<file path="config.mk">
export PLATFORM = sky130hd
export DESIGN_NAME = pool_doubly_linked_list
export DESIGN_NICKNAME = d
export VERILOG_FILES = /design/src/hdl/pdll_pkg.sv /design/src/hdl/pdll_ctrl.sv /design/src/hdl/pdll_dp.sv /design/src/hdl/pool_doubly_linked_list.sv
export SDC_FILE = /design/constraint.sdc
export NUM_CORES = 1
export LEC_CHECK = 0
export BUFFER_PORTS_ARGS = -buffer_cell sky130_fd_sc_hd__buf_2
export CAP_MARGIN = 15
export CORE_MARGIN = 2
export CORE_UTILIZATION = 50
export DETAILED_ROUTE_END_ITERATION = 16
export GPL_ROUTABILITY_DRIVEN = 0
export MAX_ROUTING_LAYER = met4
export PLACE_DENSITY = 0.68
export SETUP_SLACK_MARGIN = 0.3
export SLEW_MARGIN = 20
export SYNTH_ARGS = -nofsm -noshare
export SYNTH_HDL_FRONTEND = slang
export SYNTH_SLANG_ARGS = --single-unit
</file>
<file path="constraint.sdc">
create_clock -name i_clk -period 12.7 [get_ports i_clk]
set_input_delay 1.905 -clock i_clk [delete_from_list [all_inputs] [get_ports i_clk]]
set_output_delay 1.905 -clock i_clk [all_outputs]
set_load 0.005 [all_outputs]
</file>
<file path="src/hdl/pdll_pkg.sv">
package pdll_pkg;

    localparam int unsigned POOL_SIZE_DEF = 16;
    localparam int unsigned VALUE_W       = 32;

    typedef enum logic [1:0] {
        REQ_INSERT = 2'd0,
        REQ_DELETE = 2'd1,
        REQ_DUMP   = 2'd2
    } t_req;

    typedef enum logic [1:0] {
        ST_OK      = 2'd0,
        ST_FULL    = 2'd1,
        ST_EMPTY   = 2'd2,
        ST_MISSING = 2'd3
    } t_status;

    typedef enum logic [1:0] {
        RD_FREE,
        RD_HEAD,
        RD_NEXT
    } t_rd_src;

    typedef enum logic [2:0] {
        S_IDLE,
        S_INS_RD,
        S_INS_LINK,
        S_DEL_WALK,
        S_DEL_FIX,
        S_DMP_WALK,
        S_DONE
    } t_state;

    typedef struct packed {
        logic    accept;
        logic    rd_en;
        t_rd_src rd_src;
        logic    ins_node;
        logic    ins_link;
        logic    del_unlink;
        logic    del_fix;
        logic    set_stat;
        t_status stat;
        logic    emit_item;
        logic    emit_stat;
    } t_dp_cmd;

    typedef struct packed {
        logic head_nil;
        logic free_nil;
        logic match;
        logic next_nil;
        logic prev_nil;
        logic slot_free;
    } t_dp_sts;

endpackage

</file>
<file path="src/hdl/pdll_ctrl.sv">
module pdll_ctrl (
    input  logic              i_clk,
    input  logic              i_rst_n,
    input  logic              i_in_valid,
    input  logic [1:0]        i_req_type,
    input  pdll_pkg::t_dp_sts i_sts,
    output logic              o_in_ready,
    output pdll_pkg::t_dp_cmd o_cmd
);

    pdll_pkg::t_state r_state;
    pdll_pkg::t_state n_state;
    logic             accept;

    assign o_in_ready = (r_state == pdll_pkg::S_IDLE);
    assign accept     = i_in_valid && o_in_ready;

    always_ff @(posedge i_clk) begin
        if (!i_rst_n) begin
            r_state <= pdll_pkg::S_IDLE;
        end else begin
            r_state <= n_state;
        end
    end

    // next state
    always_comb begin
        n_state = r_state;
        unique case (r_state)
            pdll_pkg::S_IDLE: begin
                if (accept) begin
                    unique case (pdll_pkg::t_req'(i_req_type))
                        pdll_pkg::REQ_INSERT:
                            n_state = i_sts.free_nil ? pdll_pkg::S_DONE : pdll_pkg::S_INS_RD;
                        pdll_pkg::REQ_DELETE:
                            n_state = i_sts.head_nil ? pdll_pkg::S_DONE : pdll_pkg::S_DEL_WALK;
                        pdll_pkg::REQ_DUMP:
                            n_state = i_sts.head_nil ? pdll_pkg::S_DONE : pdll_pkg::S_DMP_WALK;
                        default:
                            n_state = pdll_pkg::S_IDLE;
                    endcase
                end
            end
            pdll_pkg::S_INS_RD:
                n_state = i_sts.head_nil ? pdll_pkg::S_DONE : pdll_pkg::S_INS_LINK;
            pdll_pkg::S_INS_LINK:
                n_state = pdll_pkg::S_DONE;
            pdll_pkg::S_DEL_WALK: begin
                if (i_sts.match) begin
                    n_state = i_sts.prev_nil ? pdll_pkg::S_DONE : pdll_pkg::S_DEL_FIX;
                end else if (i_sts.next_nil) begin
                    n_state = pdll_pkg::S_DONE;
                end
            end
            pdll_pkg::S_DEL_FIX:
                n_state = pdll_pkg::S_DONE;
            pdll_pkg::S_DMP_WALK: begin
                if (i_sts.slot_free && i_sts.next_nil) begin
                    n_state = pdll_pkg::S_IDLE;
                end
            end
            pdll_pkg::S_DONE: begin
                if (i_sts.slot_free) begin
                    n_state = pdll_pkg::S_IDLE;
                end
            end
            default:
                n_state = pdll_pkg::S_IDLE;
        endcase
    end

    // datapath commands
    always_comb begin
        o_cmd        = '0;
        o_cmd.rd_src = pdll_pkg::RD_HEAD;
        o_cmd.stat   = pdll_pkg::ST_OK;
        unique case (r_state)
            pdll_pkg::S_IDLE: begin
                if (accept) begin
                    o_cmd.accept = 1'b1;
                    unique case (pdll_pkg::t_req'(i_req_type))
                        pdll_pkg::REQ_INSERT: begin
                            if (i_sts.free_nil) begin
                                o_cmd.set_stat = 1'b1;
                                o_cmd.stat     = pdll_pkg::ST_FULL;
                            end else begin
                                o_cmd.rd_en  = 1'b1;
                                o_cmd.rd_src = pdll_pkg::RD_FREE;
                            end
                        end
                        pdll_pkg::REQ_DELETE, pdll_pkg::REQ_DUMP: begin
                            if (i_sts.head_nil) begin
                                o_cmd.set_stat = 1'b1;
                                o_cmd.stat     = pdll_pkg::ST_EMPTY;
                            end else begin
                                o_cmd.rd_en  = 1'b1;
                                o_cmd.rd_src = pdll_pkg::RD_HEAD;
                            end
                        end
                        default: begin
                            o_cmd.accept = 1'b1;
                        end
                    endcase
                end
            end
            pdll_pkg::S_INS_RD: begin
                o_cmd.ins_node = 1'b1;
                o_cmd.set_stat = i_sts.head_nil;
            end
            pdll_pkg::S_INS_LINK: begin
                o_cmd.ins_link = 1'b1;
                o_cmd.set_stat = 1'b1;
            end
            pdll_pkg::S_DEL_WALK: begin
                if (i_sts.match) begin
                    o_cmd.del_unlink = 1'b1;
                    o_cmd.set_stat   = i_sts.prev_nil;
                end else if (i_sts.next_nil) begin
                    o_cmd.set_stat = 1'b1;
                    o_cmd.stat     = pdll_pkg::ST_MISSING;
                end else begin
                    o_cmd.rd_en  = 1'b1;
                    o_cmd.rd_src = pdll_pkg::RD_NEXT;
                end
            end
            pdll_pkg::S_DEL_FIX: begin
                o_cmd.del_fix  = 1'b1;
                o_cmd.set_stat = 1'b1;
            end
            pdll_pkg::S_DMP_WALK: begin
                if (i_sts.slot_free) begin
                    o_cmd.emit_item = 1'b1;
                    if (!i_sts.next_nil) begin
                        o_cmd.rd_en  = 1'b1;
                        o_cmd.rd_src = pdll_pkg::RD_NEXT;
                    end
                end
            end
            pdll_pkg::S_DONE: begin
                o_cmd.emit_stat = i_sts.slot_free;
            end
            default: begin
                o_cmd.accept = 1'b0;
            end
        endcase
    end

endmodule

</file>
<file path="src/hdl/pdll_dp.sv">
module pdll_dp #(
    parameter int unsigned POOL_SIZE = pdll_pkg::POOL_SIZE_DEF
) (
    input  logic                               i_clk,
    input  logic                               i_rst_n,
    input  pdll_pkg::t_dp_cmd                  i_cmd,
    input  logic signed [pdll_pkg::VALUE_W-1:0] i_value,
    input  logic                               i_out_ready,
    output pdll_pkg::t_dp_sts                  o_sts,
    output logic                               o_out_valid,
    output logic [1:0]                         o_status,
    output logic signed [pdll_pkg::VALUE_W-1:0] o_item_value,
    output logic                               o_last
);

    localparam int unsigned IW = $clog2(POOL_SIZE);
    localparam int unsigned LW = $clog2(POOL_SIZE + 1);
    localparam logic [LW-1:0] NIL = LW'(POOL_SIZE);

    // node pool
    logic signed [pdll_pkg::VALUE_W-1:0] mem_val  [POOL_SIZE];
    logic        [LW-1:0]                mem_next [POOL_SIZE];
    logic        [LW-1:0]                mem_prev [POOL_SIZE];
    logic        [POOL_SIZE-1:0]         r_valid;

    logic [LW-1:0] r_head, r_tail, r_free, r_cur;
    logic signed [pdll_pkg::VALUE_W-1:0] r_val;
    logic signed [pdll_pkg::VALUE_W-1:0] r_rd_val;
    logic [LW-1:0] r_rd_next, r_rd_prev;
    pdll_pkg::t_status r_stat;

    logic                                r_out_valid;
    pdll_pkg::t_status                   r_out_stat;
    logic signed [pdll_pkg::VALUE_W-1:0] r_out_val;
    logic                                r_out_last;

    logic [LW-1:0] rd_addr;
    logic          next_we, prev_we;
    logic [IW-1:0] next_wa, prev_wa;
    logic [LW-1:0] next_wd, prev_wd;
    logic          head_nil, free_nil, next_nil, prev_nil, slot_free;

    assign head_nil  = (r_head >= NIL);
    assign free_nil  = (r_free >= NIL);
    assign next_nil  = (r_rd_next >= NIL);
    assign prev_nil  = (r_rd_prev >= NIL);
    assign slot_free = !r_out_valid || i_out_ready;

    assign o_sts.head_nil  = head_nil;
    assign o_sts.free_nil  = free_nil;
    assign o_sts.match     = (r_rd_val == r_val);
    assign o_sts.next_nil  = next_nil;
    assign o_sts.prev_nil  = prev_nil;
    assign o_sts.slot_free = slot_free;

    always_comb begin
        unique case (i_cmd.rd_src)
            pdll_pkg::RD_FREE: rd_addr = r_free;
            pdll_pkg::RD_HEAD: rd_addr = r_head;
            pdll_pkg::RD_NEXT: rd_addr = r_rd_next;
            default:           rd_addr = r_head;
        endcase
    end

    // link write ports, one command at a time
    always_comb begin
        next_we = 1'b0;
        next_wa = r_cur[IW-1:0];
        next_wd = NIL;
        prev_we = 1'b0;
        prev_wa = r_cur[IW-1:0];
        prev_wd = NIL;
        if (i_cmd.ins_node) begin
            next_we = 1'b1;
            prev_we = 1'b1;
            prev_wd = head_nil ? NIL : r_tail;
        end else if (i_cmd.ins_link) begin
            next_we = 1'b1;
            next_wa = r_tail[IW-1:0];
            next_wd = r_cur;
        end else if (i_cmd.del_unlink) begin
            next_we = 1'b1;
            next_wd = r_free;
            prev_we = !next_nil;
            prev_wa = r_rd_next[IW-1:0];
            prev_wd = prev_nil ? NIL : r_rd_prev;
        end else if (i_cmd.del_fix) begin
            next_we = 1'b1;
            next_wa = r_rd_prev[IW-1:0];
            next_wd = r_rd_next;
        end
    end

    always_ff @(posedge i_clk) begin
        if (i_cmd.ins_node) begin
            mem_val[r_cur[IW-1:0]] <= r_val;
        end
        if (next_we) begin
            mem_next[next_wa] <= next_wd;
        end
        if (prev_we) begin
            mem_prev[prev_wa] <= prev_wd;
        end
        // rows never written read as their reset links
        if (i_cmd.rd_en) begin
            r_rd_val  <= mem_val[rd_addr[IW-1:0]];
            r_rd_next <= r_valid[rd_addr[IW-1:0]] ? mem_next[rd_addr[IW-1:0]]
                                                  : rd_addr + LW'(1);
            r_rd_prev <= r_valid[rd_addr[IW-1:0]] ? mem_prev[rd_addr[IW-1:0]] : NIL;
        end
    end

    always_ff @(posedge i_clk) begin
        if (i_cmd.accept) begin
            r_val <= i_value;
        end
        if (i_cmd.rd_en) begin
            r_cur <= rd_addr;
        end
        if (i_cmd.set_stat) begin
            r_stat <= i_cmd.stat;
        end
        if (i_cmd.emit_item) begin
            r_out_stat <= pdll_pkg::ST_OK;
            r_out_val  <= r_rd_val;
            r_out_last <= next_nil;
        end else if (i_cmd.emit_stat) begin
            r_out_stat <= r_stat;
            r_out_val  <= '0;
            r_out_last <= 1'b1;
        end
    end

    always_ff @(posedge i_clk) begin
        if (!i_rst_n) begin
            r_head      <= NIL;
            r_tail      <= NIL;
            r_free      <= '0;
            r_valid     <= '0;
            r_out_valid <= 1'b0;
        end else begin
            if (i_cmd.ins_node) begin
                r_free                <= r_rd_next;
                r_valid[r_cur[IW-1:0]] <= 1'b1;
                if (head_nil) begin
                    r_head <= r_cur;
                    r_tail <= r_cur;
                end
            end
            if (i_cmd.ins_link) begin
                r_tail <= r_cur;
            end
            if (i_cmd.del_unlink) begin
                r_free <= r_cur;
                if (prev_nil) begin
                    r_head <= next_nil ? NIL : r_rd_next;
                end
                if (next_nil) begin
                    r_tail <= prev_nil ? NIL : r_rd_prev;
                end
            end
            if (i_cmd.emit_item || i_cmd.emit_stat) begin
                r_out_valid <= 1'b1;
            end else if (i_out_ready) begin
                r_out_valid <= 1'b0;
            end
        end
    end

    assign o_out_valid  = r_out_valid;
    assign o_status     = r_out_stat;
    assign o_item_value = r_out_val;
    assign o_last       = r_out_last;

    a_emit_slot: assert property (@(posedge i_clk) disable iff (!i_rst_n)
        (i_cmd.emit_item || i_cmd.emit_stat) |-> slot_free)
        else $error("result loaded over a waiting beat");

    a_head_tail: assert property (@(posedge i_clk) disable iff (!i_rst_n)
        head_nil == (r_tail >= NIL))
        else $error("head and tail disagree on empty list");

    a_empty_free: assert property (@(posedge i_clk) disable iff (!i_rst_n)
        head_nil |-> !free_nil)
        else $error("empty list with exhausted free chain");

    a_rd_node: assert property (@(posedge i_clk) disable iff (!i_rst_n)
        i_cmd.rd_en |-> (rd_addr < NIL))
        else $error("pool read at a null link");

    a_ins_node: assert property (@(posedge i_clk) disable iff (!i_rst_n)
        i_cmd.ins_node |-> (r_cur < NIL) && !r_valid[r_cur[IW-1:0]] || r_valid[r_cur[IW-1:0]])
        else $error("insert at a null link");

endmodule

</file>
<file path="src/hdl/pool_doubly_linked_list.sv">
// Pool-based doubly linked list with a free chain.
// Input channel (i_in_valid / o_in_ready) carries one request per beat:
// i_req_type insert-at-tail, delete-first-match or dump, with i_value.
// Output channel (o_out_valid / i_out_ready) returns result beats with
// o_status, o_item_value and o_last; o_last marks the final beat of a request.
// Insert and delete give one beat, dump gives one beat per element (or a
// single list-empty beat), an unused request type gives none.
// One request is worked at a time. Insert reads the free node, writes it
// and, unless the list is empty, links it behind the tail; a full pool skips
// both. Delete walks from the head to the first match (or to the tail when
// the value is absent), then fixes the predecessor's link when the node has
// one. Dump: one beat per cycle while the output register has room. The node
// pool has a single read port: each link is followed with one registered read
// per cycle, and the tail is kept in a register so insert needs no walk.
// The result sits in an output register; while the receiver stalls the walk
// pauses. A new request is taken the cycle after the final beat is loaded,
// even while that beat still waits for the receiver.
// Reset (synchronous, active low) empties the list and puts every node on the
// free chain at once through per-row valid bits; no clearing pass is needed.
module pool_doubly_linked_list #(
    parameter int unsigned POOL_SIZE = pdll_pkg::POOL_SIZE_DEF
) (
    input  logic                                i_clk,
    input  logic                                i_rst_n,
    input  logic                                i_in_valid,
    output logic                                o_in_ready,
    input  logic [1:0]                          i_req_type,
    input  logic signed [pdll_pkg::VALUE_W-1:0] i_value,
    output logic                                o_out_valid,
    input  logic                                i_out_ready,
    output logic [1:0]                          o_status,
    output logic signed [pdll_pkg::VALUE_W-1:0] o_item_value,
    output logic                                o_last
);

    pdll_pkg::t_dp_cmd cmd;
    pdll_pkg::t_dp_sts sts;

    pdll_ctrl u_ctrl (
        .i_clk      (i_clk),
        .i_rst_n    (i_rst_n),
        .i_in_valid (i_in_valid),
        .i_req_type (i_req_type),
        .i_sts      (sts),
        .o_in_ready (o_in_ready),
        .o_cmd      (cmd)
    );

    pdll_dp #(
        .POOL_SIZE (POOL_SIZE)
    ) u_dp (
        .i_clk        (i_clk),
        .i_rst_n      (i_rst_n),
        .i_cmd        (cmd),
        .i_value      (i_value),
        .i_out_ready  (i_out_ready),
        .o_sts        (sts),
        .o_out_valid  (o_out_valid),
        .o_status     (o_status),
        .o_item_value (o_item_value),
        .o_last       (o_last)
    );

endmodule

</file>
# ---- Word-level counts from Yosys, hierarchy flattened
# Memory sizes are Yosys's and may differ from the RTL's. A register that Yosys moved wholly into a read port is not among the register bits.
# Index checks and enable logic that the tools add are counted.
dict set report totals {
  regBits 114
  latchBits 0
  ram_bits 672
  mem_bits_ro 0
  in_bits 38
  elab_cells 147
  mem_count 3
}
dict set report classes {
  add_sub_neg 1
  multipliers 0
  div_mod_pow 0
  magnitude_cmp 7
  n_eq_ne 14
  shift 0
  n_mux 91
  bitwise 1
  n_reduce_logical 17
}
# name words word_bits read_ports rd_clocked_by_memory_dff write_ports line
set memory_table {}
lappend memory_table {u_dp.mem_val 16 32 1 1 1 pdll_dp.sv:21} ;# logic signed [pdll_pkg::VALUE_W-1:0] mem_val [POOL_SIZE];
lappend memory_table {u_dp.mem_next 16 5 1 0 1 pdll_dp.sv:22} ;# logic [LW-1:0] mem_next [POOL_SIZE];
lappend memory_table {u_dp.mem_prev 16 5 1 1 1 pdll_dp.sv:23} ;# logic [LW-1:0] mem_prev [POOL_SIZE];
# op count
set ops {}
lappend ops {{5-bit two-way mux} 22}
lappend ops {{32-bit two-way mux} 2}
lappend ops {{3-bit two-way mux} 17}
lappend ops {{32-bit == test} 1}
lappend ops {{4-bit two-way mux} 8}
lappend ops {{1-bit two-way mux} 29}
lappend ops {{5-bit >= comparator, second input constant} 4}
lappend ops {{3-bit case mux with 3 select lines} 2}
lappend ops {{3-bit case mux with 6 select lines} 1}
lappend ops {{16-bit bitwise OR} 1}
lappend ops {{3-bit case mux with 2 select lines} 2}
lappend ops {{4-bit by 5-bit < comparator with 1-bit output, second input constant} 2}
lappend ops {{5-bit case mux with 2 select lines} 1}
lappend ops {{3-bit == test, second input constant} 3}
lappend ops {{3-bit by 2-bit == test with 1-bit output, second input constant} 2}
lappend ops {{2-bit two-way mux} 3}
lappend ops {{2-bit nonzero test} 3}
lappend ops {{5-bit by 1-bit adder with 5-bit output, second input constant} 1}
lappend ops {{1-bit binary-select mux with 4-bit select} 1}
lappend ops {{1-bit demux with 4-bit select} 1}
lappend ops {{2-bit == test, second input constant} 2}
lappend ops {{4-bit by 1-bit >= comparator with 1-bit output, second input constant} 1}
lappend ops {{2-bit logical NOT} 2}
lappend ops {{2-bit by 1-bit != test with 1-bit output, second input constant} 2}
lappend ops {{12 further kinds} 18}

# ---- Longest topological paths before layout
dict set report depth {
  depth_word 10
  depth_mapped 16
  ltp_nobuf 13
}

# ---- Hierarchy
# A second synthesis with hierarchy kept.
dict set report unflattened {
  hier_cells 1828
  hier_area_um2 32715.1
}
# module n_inst cells_per_inst area_each_um2 seq_area_each_um2
set modules_own_cells {}
lappend modules_own_cells {pdll_dp 1 1749 32143.3 24283.3}
lappend modules_own_cells {pdll_ctrl 1 79 571.8 60.1}

# ---- Worst setup path before layout
# Ideal clock, no wire load.
dict set report synth_timing {
  kind {input -> register}
  start {in i_out_ready}
  end {reg u_dp.r_cur[0], enable pin}
  setup_time_ns 0.517
  arrival_ns 5.787
  required_ns 12.183
  path_slack_ns 6.397
  stages 5
  n_path_buf 0
  path_cell_list {nand2b_1 > nand2_1 > nor2_1 > a21oi_1 > o21ai_0}
}
# item line
set synth_lines {}
lappend synth_lines {{start, declared} pool_doubly_linked_list.sv:30} ;# input logic i_out_ready,
lappend synth_lines {{end signal, assigned} pdll_dp.sv:118} ;# r_cur <= rd_addr;
lappend synth_lines {{end, declared} pdll_dp.sv:26} ;# logic [LW-1:0] r_head, r_tail, r_free, r_cur;

# ---- Worst setup path in the final report
dict set report layout_timing {
  start {in i_req_type[0]}
  end {reg u_dp.r_rd_val[21] (netlist bit), read port of u_dp.mem_val, data pin}
}
dict set report layout_between {
  elab_chain_cells 7
  word_cells_on_any_way 10
}
# item line
set layout_rtl {}
lappend layout_rtl {{start, declared} pool_doubly_linked_list.sv:27} ;# input logic [1:0] i_req_type,
lappend layout_rtl {{2-bit by 1-bit == test with 1-bit output or 2-bit == test (tied branches)} pdll_ctrl.sv:81} ;# unique case (pdll_pkg::t_req'(i_req_type))
lappend layout_rtl {{2-bit OR reduction} pdll_ctrl.sv:81}
lappend layout_rtl {{3-bit case mux with 2 select lines *} pdll_ctrl.sv:81}
lappend layout_rtl {{4-bit two-way mux *} pdll_ctrl.sv:79} ;# if (accept) begin
lappend layout_rtl {{3-bit case mux with 3 select lines *} pdll_ctrl.sv:77} ;# unique case (r_state)
lappend layout_rtl {{2-bit == test or 2-bit logical NOT (tied branches)} pdll_dp.sv:57} ;# unique case (i_cmd.rd_src)
lappend layout_rtl {{5-bit case mux with 2 select lines} pdll_dp.sv:57}
lappend layout_rtl {{end, declared} pdll_dp.sv:28} ;# logic signed [pdll_pkg::VALUE_W-1:0] r_rd_val;
# Every way passes the cells marked *; elsewhere a longest branch is shown, timed or not.
# A chain may end at the register's enable or synchronous reset.

==> impl_metrics.py <==
metrics = {
    "cts": {
        "htree_levels": 3,
        "max-clock-path-buffers": 3,
        "ctsHoldBuffers": 0,
        "clock_sinks": 823,
        "cts_setup_buffers": 0,
        "cts_tree": "done",
        "clkTransAtPathRegs_ns": 0.06,
        "ctsResizeCount": 0,
        "clk_latency_ns": 0.65,
        "cts_root_buffer": "clkbuf_16",
        "numCtsBuffers": 83,
    },
    "pwr": {
        "internal_power_mw": 5.27,
        "swShare_pct": 30.9,
        "p_per_area_mw_per_mm2": 205,
        "ir_drop_mv": 0.135,
        "p_clk_share_pct": 32.5,
        "p_comb_share_pct": 21.8,
        "p_leak_nw": 12.9,
        "switchingPower_mw": 2.36,
        "seq_power_share_pct": 45.7,
    },
    "grt": {
        "grt_antenna_before_repair": 1,
        "grt_pass1_wl_um": 122000,
        "grt_usage_pct": 24.6,
        "overflow": 0,
        "grt_pass1_vias": 20000,
        "grt_max_degree": 110,
    },
    "route": {
        "num_vias": 21000,
        "drtIter0Drc": 2186,
        "routed.top_layer": "met4",
        "met2_wirelength_um": 39400,
        "vias_per_cell": 6.04,
        "wire_per_inst_um": 23.6,
        "antenna_left": 0,
        "drt-met1-wl_um": 33600,
        "drt-pass1-iter-count": 5,
        "dr_wl_met3_um": 6750,
        "wl_um": 82000,
        "drc": 0,
    },
    "place": {
        "preCtsSetupSlack_ns": 5.72,
        "io_buffers": 74,
        "hpwl_um": 43200,
        "dp_cells": 3314,
    },
    "sta": {
        "slew_headroom_pct": 26.4,
        "skew_ns": 0.0348,
        "worst_slew_pin_slew_ns": 1.10,
        "final_hold_viol_count": 0,
        "max_clock_freq_mhz": 157,
        "finalCriticalPeriod_ns": 6.37,
        "final.setup.tns_ns": 0,
        "slew_violations": 0,
        "setup_violations": 0,
        "holdWs_ns": 0.466,
        "rsz0062_at_grt": "false",
        "setup_slack_ns": 6.33,
        "timing.final.crit_share_pct": 50.1,
    },
    "yosys": {
        "synth_area_leaders": "edfxtp_1 (71%), nand2_1 (7.5%), a311oi_1 (2.9%), dfxtp_1 (2.2%), and3_1 (2.1%)",
        "synth_seq_cells": 823,
        "ys.flop_type": "edfxtp_1",
        "syn_area_per_cell_um2": 13.3,
        "yosys.area_share.simple_pct": 14.1,
        "synth_cell_types": 70,
        "synth_common_cells": "edfxtp_1 (786), nand2_1 (665), and3_1 (113), a311oi_1 (111), a21oi_1 (104)",
        "synthCells": 2499,
        "yosys_warnings": 0,
        "yosysMostFrequentCell": "edfxtp_1",
        "muxShareOfSynthArea_pct": 1.33,
        "yosys.area_share.xor_xnor_pct": 0.924,
        "synthAdderAreaFrac_pct": 0.189,
        "syn-cell-area_mm2": 0.0332,
        "yosys.area.top_type": "edfxtp_1",
        "synth_top_family_by_area": "simple AND/OR/NAND/NOR gates",
        "ys_seq_area_share_pct": 73.4,
        "synthDominantCellAreaShare_pct": 71.2,
        "synthesis.nets": 2542,
        "async_flop_share_pct": 0,
        "synth_compound_gate_area_share_pct": 7.84,
        "synth_edf_count": 786,
    },
    "layout": {
        "layout.cells.non_filler": 3469,
        "fillers": 5075,
        "area_delta_synth_final_pct": 12.0,
        "diodes": 0,
        "drive_gt1_share_pct": 10.5,
        "nNetsFinal": 2578,
    },
    "floorplanning": {
        "row_count": 94,
        "core_mm2": 0.0657,
        "die_y_um": 262,
        "fp.dieW_um": 262,
        "num_io_pins": 75,
        "die_area_mm2": 0.0684,
        "start_util_pct": 50.5,
    },
    "hold_path": {
        "hp-class": "flop to flop",
    },
    "worst_setup_path": {
        "critPathRequiredTime_ns": 13.06,
        "crit_type": "input pin to flop",
        "cp_max_fo": 69,
        "cp.arrival_ns": 6.72,
        "cp-start-kind": "input pin",
        "cp-end-kind": "flop",
    },
    "outcome": {
        "run_status": "finished clean",
    },
    "flow_run": {
        "drv_cap": 0,
    },
}
[metal layers]
layer / global-route usage, % / vias to the layer above
li1: - / 9365
met1: 33.4 / 10400
met2: 38.4 / 1002
met3: 3.76 / 155
met4: 8.25 / 0
met5: - / -
[flip-flops by register name, indices dropped and copies added, names as in the netlist, 3 cells and up]
register	flops
u_dp.r_rd_prev	5
u_dp.mem_val	512
u_dp.r_tail	5
u_dp.mem_prev	80
u_dp.mem_next	80
u_dp.r_head	5
u_dp.r_valid	16
u_dp.r_val	32
u_dp.r_rd_next	5
u_dp.r_free	5
u_dp.o_item_value	32
u_ctrl.r_state	3
u_dp.r_rd_val	32
u_dp.r_cur	5
[worst paths after layout]
check	startpoint	to	slack, ns	depth (start not counted)
min	u_dp.r_valid[5]	u_dp.r_valid[5]	0.47	1
min reg2reg	u_dp.r_valid[5]	u_dp.r_valid[5]	0.47	1
max	i_req_type[0]	u_dp.r_rd_val[21]	6.33	15
max reg2reg	u_dp.r_val[5]	u_dp.r_rd_val[21]	6.44	12
[metrics by stage]
stage / util [%] / cell area [µm²] / total power, mW
finish: 56.5 / 37200 / 7.63
global route: 56.5 / 37200 / 7.95
CTS: 56.5 / 37200 / 7.64
detailed placement: 52.3 / 34400 / 5.18
global placement: 52.3 / 34400 / 5.13
floorplan: - / 33200 / 4.66
[area by class of cell]
cell class                 instances  area [µm²]  area share [%]
timing repair buffer             108         629            1.69
tap                              864        1080            2.91
inverter                          19        81.3           0.219
multi-input combinational       1500        8260            22.2
clock buffer                     107        2210            5.95
sequential                       823       24300            65.5
clock inverter                    48         561            1.51
[placed cells by master, fill, tap and decap left out, types with 5 or more instances in the layout]
cell and n:
dfxtp_1 37, a31oi_1 46, nand3_1 79, nand2_1 665
buf_2 74, a211oi_1 7, clkbuf_16 85, nor3_1 9
o21a_1 18, xor2_1 33, a22o_1 7, and2_1 36
a311o_1 5, ha_1 5, bufinv_16 10, a21oi_1 104
edfxtp_1 786, a311oi_1 111, nand2b_1 14, nor2b_1 8
a221oi_1 17, clkinv_1 18, buf_4 33, nor2_4 13
clkbuf_1 22, clkinv_2 13, inv_1 14, nor4_1 8
and3_1 113, o21ai_0 19, nor2_1 65, mux2i_1 34
nand4_1 9
[critical path, stage by stage]
cell	delay, ns
buf_2	0.11
inv_1	0.06
ha_1	0.32
a21oi_1	0.13
nand4b_1	0.28
o31ai_1	0.25
o221a_2	0.32
nand3_4	0.40
inv_4	0.70
buf_4	0.73
buf_4	0.70
and3_1	0.27
a311oi_1	0.06
a311oi_1	0.34
a21oi_1	0.07
[power groups by stage]
stage,combinational (mW),clock [mW],sequential [mW]
3_3_place_gp,1.61,0,3.52
6_report,1.66,2.48,3.48
4_1_cts,1.65,2.51,3.48
3_5_place_dp,1.64,0,3.53
2_1_floorplan,1.20,0,3.46
5_1_grt,1.83,2.62,3.50
[cells by family (layout without fill, tap and decap cells)]
| logic type | Yosys count | after routing |
|---|---|---|
| AO/OA/AOI/OAI | 365 | 365 |
| XOR/XNOR | 35 | 35 |
| adder cells (fa/ha/maj) | 5 | 5 |
| buffers and inverters | 176 | 282 |
| flip-flops | 823 | 823 |
| multiplexers | 41 | 41 |
| AND/OR/NAND/NOR | 1054 | 1054 |
(Power assumes the default switching activity.)
